--- src/rtl/sbb_pkg.sv ---
`timescale 1ns / 1ps
`default_nettype none
package sbb_pkg;

    localparam int MAX_WIDTH  = 4096;
    localparam int MAX_HEIGHT = 4096;
    localparam int MAX_RADIUS = 15;
    localparam int RING       = 2 * MAX_RADIUS + 1;
    localparam int RING_W     = $clog2(RING);
    localparam int COL_W      = $clog2(MAX_WIDTH);
    localparam int DIM_W      = 13;
    localparam int RAD_W      = 4;
    localparam int SUM_W      = 13;
    localparam int CNT_W      = 5;
    localparam int HS_DEPTH   = RING * MAX_WIDTH;
    localparam int HS_AW      = RING_W + COL_W;
    localparam int PIX_W      = 24;

    localparam logic [1:0] REG_RADIUS = 2'd0;
    localparam logic [1:0] REG_WIDTH  = 2'd1;
    localparam logic [1:0] REG_HEIGHT = 2'd2;

    typedef struct packed {
        logic             clr;
        logic             acc;
        logic             start;
        logic [CNT_W-1:0] divisor;
    } t_lane_ctl;

endpackage
`default_nettype wire

--- src/rtl/sbb_lane.sv ---
`timescale 1ns / 1ps
`default_nettype none
module sbb_lane (
    input  wire logic              i_clk,
    input  wire logic              i_rst_n,
    input  wire sbb_pkg::t_lane_ctl i_ctl,
    input  wire logic [7:0]        i_data,
    output logic      [7:0]        o_mean,
    output logic                   o_done
);
    import sbb_pkg::*;

    logic [SUM_W-1:0] r_sum;
    logic [SUM_W-1:0] r_quo;
    logic [CNT_W-1:0] r_rem;
    logic [CNT_W-1:0] r_div;
    logic [3:0]       r_steps;
    logic             r_busy;
    logic [CNT_W:0]   trial;
    logic             fits;

    assign trial  = {r_rem, r_quo[SUM_W-1]};
    assign fits   = trial >= {1'b0, r_div};
    assign o_mean = r_quo[7:0];

    // Running sum of the window, then a restoring divide, one bit a cycle.
    always_ff @(posedge i_clk) begin
        if (!i_rst_n) begin
            r_busy  <= 1'b0;
            o_done  <= 1'b0;
            r_steps <= '0;
        end else if (i_ctl.start) begin
            r_busy  <= 1'b1;
            o_done  <= 1'b0;
            r_steps <= 4'(SUM_W);
        end else if (r_busy) begin
            r_steps <= r_steps - 4'd1;
            if (r_steps == 4'd1) begin
                r_busy <= 1'b0;
                o_done <= 1'b1;
            end
        end
    end

    always_ff @(posedge i_clk) begin
        if (i_ctl.clr) begin
            r_sum <= '0;
        end else if (i_ctl.acc) begin
            r_sum <= r_sum + {{(SUM_W-8){1'b0}}, i_data};
        end
        if (i_ctl.start) begin
            r_quo <= r_sum;
            r_rem <= '0;
            r_div <= i_ctl.divisor;
        end else if (r_busy) begin
            if (fits) begin
                r_rem <= CNT_W'(trial - {1'b0, r_div});
                r_quo <= {r_quo[SUM_W-2:0], 1'b1};
            end else begin
                r_rem <= trial[CNT_W-1:0];
                r_quo <= {r_quo[SUM_W-2:0], 1'b0};
            end
        end
    end
endmodule
`default_nettype wire

--- config.mk ---
export PLATFORM = sky130hd
export DESIGN_NAME = sbb_lane
export DESIGN_NICKNAME = d
export VERILOG_FILES = /design/src/rtl/sbb_pkg.sv /design/src/rtl/sbb_lane.sv
export SDC_FILE = /design/constraint.sdc
export NUM_CORES = 1
export LEC_CHECK = 0
export CAP_MARGIN = 40
export CORE_ASPECT_RATIO = 0.9
export CORE_MARGIN = 5
export CORE_UTILIZATION = 48
export CTS_BUF_LIST = sky130_fd_sc_hd__clkbuf_4
export DETAILED_ROUTE_END_ITERATION = 8
export DONT_BUFFER_PORTS = 1
export MAX_ROUTING_LAYER = met4
export PLACE_DENSITY = 0.73
export SETUP_SLACK_MARGIN = 0.3
export SYNTH_ARGS = -nofsm -noshare
export SYNTH_HDL_FRONTEND = slang
export SYNTH_SLANG_ARGS = --single-unit
--- constraint.sdc ---
create_clock -name i_clk -period 2.55 [get_ports i_clk]
set_input_delay 0.51 -clock i_clk [delete_from_list [all_inputs] [get_ports i_clk]]
set_output_delay 0.51 -clock i_clk [all_outputs]
set_load 0.05 [all_outputs]
==> results of run 1 <==
==> state kept, by name, indices dropped and copies added, names as in the netlist <==
| signal | count |
|---|---|
| o_done | 1 |
| r_sum | 13 |
| r_steps | 4 |
| r_div | 5 |
| r_rem | 5 |
| r_quo | 13 |
| r_busy | 1 |
==> layout make-up <==
class	count	area, sq um
flip-flops and latches	42	1021
clock buffers	5	37.54
well taps	65	81.33
inverters	12	45.04
fillers	456	2330
multi-input cells	160	1226
clock inverters	3	63.81
==> per-stage QoR <==
step                      setup WS (ps)  util [%]  power [mW]
after floorplan                   542.2         -       1.226
after global placement            437.0     49.27       1.257
after detailed placement          372.0     49.27       1.265
after CTS                         328.7     51.38       1.794
after global routing              311.3     51.51       1.879
final                             429.0     51.51       1.778
==> how the worst min path moves through the flow <==
| stage | end | slack (ps) |
|---|---|---|
| floorplan | r_sum[12] | 450 |
| global placement | r_sum[12] | 470 |
| detailed placement | r_sum[12] | 480 |
| CTS | r_rem[3] | 180 |
| global route | r_rem[3] | 180 |
| finish | r_rem[3] | 200 |
==> report_power, final <==
part	leakage, nW	switching, mW	internal, mW
Clock	0.0528	0.219	0.302
Sequential	0.384	0.131	0.783
Combinational	0.503	0.178	0.165
Total	0.940	0.527	1.25
==> per-layer routing <==
metal | vias to the layer above | share of wire, %
li1 | 832 | -
met4 | 0 | 1.8
met3 | 6 | 5.3
met2 | 31 | 47
met1 | 777 | 46
met5 | - | 0
==> logic make-up (layout without fill, tap and decap cells) <==
kind of cell,Yosys count,in the layout,share of synthesized area (%)
XOR/XNOR,8,8,2.953
buffers and inverters,27,20,5.538
adder cells (fa/ha/maj),17,17,9.599
AO/OA/AOI/OAI,59,59,17.35
multiplexers,16,16,7.437
AND/OR/NAND/NOR,60,60,14.08
flip-flops,42,42,43.04
==> worst max-delay path: stages, from the launching register on <==
cell      delay [ps]
edfxtp_1         370
inv_1             50
ha_1             200
inv_1             70
fa_1             230
a211oi_2          60
o21a_2           250
or4b_1           570
a311oi_2         240
==> cells in the final DEF (no fill, tap or decap), types with 4 or more instances in the layout <==
master	n
a211oi_1	5
a21oi_1	12
clkbuf_4	5
dfxtp_1	24
edfxtp_1	18
ha_1	15
inv_1	12
mux2_2	13
nand2_1	6
nand2b_1	8
nand3_1	4
nor2_1	15
nor3_1	4
o21a_1	6
o21ai_0	10
xnor2_1	4
xor2_1	4
==> flow_metrics.py, run 1 <==
metrics = {
    "sta": {
        "layout_min_cycle_time_ps": 2121,
        "max-slew-margin-rel_pct": 62.47,
        "period_share_pct": 83.18,
        "hold_viol": 0,
        "report.final.slew_viol_count": 0,
        "setup_viol": 0,
        "worst_pin_slew_ps": 562.1,
        "whs_ps": 204.1,
        "setup-tns-final_ps": 0,
        "max_freq_mhz": 471.5,
        "rsz0062_at_grt": "no",
        "timing.clock.skew_ps": 12.95,
    },
    "grt": {
        "grt_pass1_wl_microns": 7355,
        "grt_max_degree": 31,
        "met3_usage_pct": 4.502,
        "busiest_layer": "met2",
        "grtUsageMet2_pct": 21.77,
        "overflow": 0,
        "grt.met1_usage_pct": 17.95,
        "track_usage_pct": 14.30,
        "antenna_found_initial": 0,
        "first_global_vias": 1605,
    },
    "layout": {
        "final_cell_count_no_fill": 287,
        "antenna-diode-count": 0,
        "syn2layout_area_growth_pct": 4.325,
        "layout-drive-gt1-share_pct": 13.06,
        "nNetsFinal": 256,
        "postLayoutCellArea_sq_um": 2475,
    },
    "synth": {
        "ys_async_sr_fraction_pct": 0,
        "synth_area_leaders": "edfxtp_1 (23%), dfxtp_1 (20%), ha_1 (7.9%)",
        "ys_types": 48,
        "yosysTopAreaCell": "edfxtp_1",
        "synth_top_flop_cell": "dfxtp_1",
        "avgSynthCellArea_sq_um": 10.36,
        "synth_top_area_share_pct": 22.78,
        "synthTopCellsByCount": "dfxtp_1 (24), edfxtp_1 (18), ha_1 (15), nor2_1 (15), mux2_2 (13)",
        "synth_edf_count": 18,
        "synth_nets": 264,
        "ys_seq_elements": 42,
        "netlist_instances": 229,
        "synth-warning-count": 0,
        "synth_most_common_cell": "dfxtp_1",
        "synthesis.area_sq_um": 2372,
        "yosysSeqAreaShare_pct": 43.04,
    },
    "critical_path": {
        "startpoint": "r_quo[12]",
        "arrival_ps": 2400,
        "crit_end": "r_rem[3]",
        "timing.rr.start": "r_quo[12]",
        "startpoint_type": "flip-flop",
        "r2r_cells": 8,
        "crit_path_end_kind": "flip-flop",
        "path_max_fanout": 6,
        "cp_data_required_time_ps": 2830,
        "path_class": "reg -> reg",
        "rrSetupSlack_ps": 430,
        "r2r_end": "r_rem[3]",
    },
    "clock_tree": {
        "ctsResizeCount": 0,
        "cts_tree": "built",
        "cts-root-buf": "clkbuf_4",
        "h-tree-depth": 2,
        "post_cts_buffers": 0,
        "cts_num_sinks": 42,
        "cts_hold_buf": 0,
        "cts_buffer_depth": 2,
        "cts_buffers": 5,
        "clock_latency_ps": 350,
        "path_clk_slew_ps": 130,
    },
    "outcome": {
        "status": "complete, no violations",
    },
    "placed_design": {
        "dp_hpwl_microns": 3166,
        "dp_cells": 279,
        "place.gp.congestion": 0.8230,
        "placed_area_sq_um": 2367,
        "io_buffers": 0,
    },
    "floorplan": {
        "ioPinCount": 27,
        "rows": 24,
        "die_area_sq_um": 6450,
        "initial_core_util_pct": 49.37,
        "die_w_microns": 84.11,
        "die_h_microns": 76.70,
        "core-area_sq_um": 4805,
    },
    "min_path": {
        "min_from": "i_ctl[5]",
        "hold_path.class": "in -> reg",
        "min_path_cells": 1,
    },
    "route": {
        "viasPerCell": 5.735,
        "detail_route.wl_per_cell_microns": 15.08,
        "vias": 1646,
        "ant_nets": 0,
        "first_pass_iters": 4,
        "wl_microns": 4329,
        "drtIter0Drc": 80,
        "drcViolationCount": 0,
    },
    "pwr": {
        "peakVddDrop_uv": 581.4,
        "powerDensity_nw_per_um2": 718.2,
        "cellLeakagePower_nw": 0.9397,
    },
    "flow_run": {
        "maxCapViolations": 0,
    },
}
Note: power is estimated with default switching activity, not from simulation.
==> run 2, diff against run 1 <==
- PLACE_DENSITY: 0.73 -> 0.75
- clock period: 2.55 -> 1.75 ns (I/O delays scaled with it)
==> flow_metrics.py, run 2 (synthesis gave the netlist of run 1 again) <==
metrics = {
    "sta": {
        "worst_pin_slew_ps": 516.2,
        "period_share_pct": 121.1,
        "hold_viol": 0,
        "rsz0062_at_grt": "yes",
        "max_freq_mhz": 472.0,
        "timing.clock.skew_ps": 14.94,
        "fin_ws_ps": -368.5,
        "setup_viol": 11,
        "report.final.slew_viol_count": 0,
        "max-slew-margin-rel_pct": 65.46,
        "layout_min_cycle_time_ps": 2118,
    },
    "pwr": {
        "powerDensity_nw_per_um2": 910.8,
        "cellLeakagePower_nw": 1.139,
        "peakVddDrop_uv": 727.2,
        "power.total_mw": 2.701,
    },
    "layout": {
        "postLayoutCellArea_sq_um": 2965,
        "final_common_cell": "buf_4",
        "layout-drive-gt1-share_pct": 39.92,
        "antenna-diode-count": 0,
        "final_cell_count_no_fill": 323,
        "syn2layout_area_growth_pct": 25.00,
        "largestRegisters": "r_quo (13), r_sum (13)",
        "final_cell_mix": "buf_4 (30), edfxtp_1 (18), dfxtp_1 (17)",
        "nNetsFinal": 292,
    },
    "min_path": {
        "min_from": "i_ctl[7]",
        "hold_path.class": "in -> reg",
        "min_path_cells": 1,
    },
    "grt": {
        "antenna_found_initial": 0,
        "track_usage_pct": 16.93,
        "first_global_vias": 1786,
        "grt_pass1_wl_microns": 8480,
        "overflow": 0,
        "grt_max_degree": 31,
    },
    "route": {
        "ant_nets": 0,
        "drcViolationCount": 0,
        "wl_microns": 5156,
        "first_pass_iters": 4,
        "vias": 1829,
        "detail_route.wl_per_cell_microns": 15.96,
        "viasPerCell": 5.663,
        "drtIter0Drc": 109,
    },
    "critical_path": {
        "startpoint": "r_quo[12]",
        "path_max_fanout": 5,
        "crit_path_end_kind": "flip-flop",
        "path_class": "reg -> reg",
        "crit_buf_inv": 2,
        "slowest_stage": "edfxtp_1",
        "startpoint_type": "flip-flop",
        "arrival_ps": 2220,
        "r2r_cells": 8,
        "crit_family": "adder cells",
        "cp_data_required_time_ps": 1850,
        "critPathMaxStageDelay_ps": 420,
        "path_cells": "inv_1, ha_2, inv_2, fa_2, a211oi_2, o21a_2, nor2_4, mux2_4",
        "critical_path_depth": 8,
        "timing.rr.start": "r_quo[12]",
    },
    "placed_design": {
        "dp_cells": 307,
        "place_ws_ps": -302.9,
        "placed_area_sq_um": 2698,
        "dp_hpwl_microns": 3460,
        "place.gp.congestion": 0.8728,
        "io_buffers": 0,
    },
    "clock_tree": {
        "cts_buffer_depth": 2,
        "path_clk_slew_ps": 130,
        "cts_tree": "built",
        "cts_hold_buf": 0,
        "clock_latency_ps": 350,
        "cts_buffers": 5,
        "h-tree-depth": 2,
        "cts_num_sinks": 42,
        "cts-root-buf": "clkbuf_4",
    },
    "floorplan": {
        "rows": 24,
        "ioPinCount": 27,
        "die_area_sq_um": 6450,
        "initial_core_util_pct": 49.37,
        "core-area_sq_um": 4805,
        "die_w_microns": 84.11,
        "die_h_microns": 76.70,
    },
    "outcome": {
        "status": "complete, but fails checks",
        "violations": "setup timing",
    },
    "flow_run": {
        "maxCapViolations": 0,
    },
}
==> run 2: cell types whose count changed in the layout (fill, tap and decap cells not counted), moves of 6 or more <==
| cell | previous run | this run |
|---|---|---|
| buf_6 | 0 | 6 |
| ha_4 | 0 | 7 |
| buf_4 | 0 | 30 |
| dfxtp_2 | 0 | 6 |
| o21ai_0 | 10 | 4 |
| ha_1 | 15 | 7 |
| dfxtp_1 | 24 | 17 |
==> run 2: report_power, final <==
group          leakage, nW  internal (mW)  switching [mW]
sequential           0.387           1.14          0.0856
clock               0.0368          0.207           0.307
combinational        0.715          0.480           0.478
==> run 2: cell type report <==
cell class                 count  area, sq um
inverter                      12        45.04
multi-input combinational    160         1454
timing repair buffer          36        292.8
sequential                    42         1032
fill                         385         1839
tap                           65        81.33
clock buffer                   8        60.06
==> run 2: what timing repair did <==
item | 4_1_cts | 5_1_grt
endpoints found under the hold margin | 0 | 0
pin swaps | 20 | 15
setup endpoints to repair | 16 | 17
resized for setup | 23 | 18
setup buffers | 5 | 3
==> run 2: final timing paths <==
| kind | end | slack [ps] |
|---|---|---|
| setup / recovery | r_quo[0] | -370 |
| hold / removal | r_sum[3] | 40 |
| hold reg to reg | r_sum[12] | 490 |
| setup reg to reg | r_quo[0] | -370 |
==> run 2: through the flow <==
stage / setup TNS [ps] / utilization, % / hold WS (ps)
finish: -2191 / 61.72 / 40.41
floorplan: -394.4 / - / 448.9
detailed placement: -1374 / 56.15 / 421.7
CTS: -1531 / 59.56 / 17.00
global placement: -930.9 / 56.15 / 418.3
global route: -3117 / 61.72 / 6.160
==> run 2: metal layers <==
metal,track usage (%),wire length [microns],vias up
met5,-,0,-
met4,5.145,65,0
met3,5.788,320,9
met2,26.03,2489,54
met1,21.09,2282,868
li1,-,-,898
==> run 2: worst register-to-register path, delay by kind of cell, from the launching register on <==
| kind | cells | cell delay (ps) |
|---|---|---|
| adder cells (fa/ha/maj) | 2 | 520 |
| AO/OA/AOI/OAI | 2 | 490 |
| flip-flops | 1 | 420 |
| multiplexers | 1 | 280 |
| buffers and inverters | 2 | 120 |
| AND/OR/NAND/NOR | 1 | 50 |
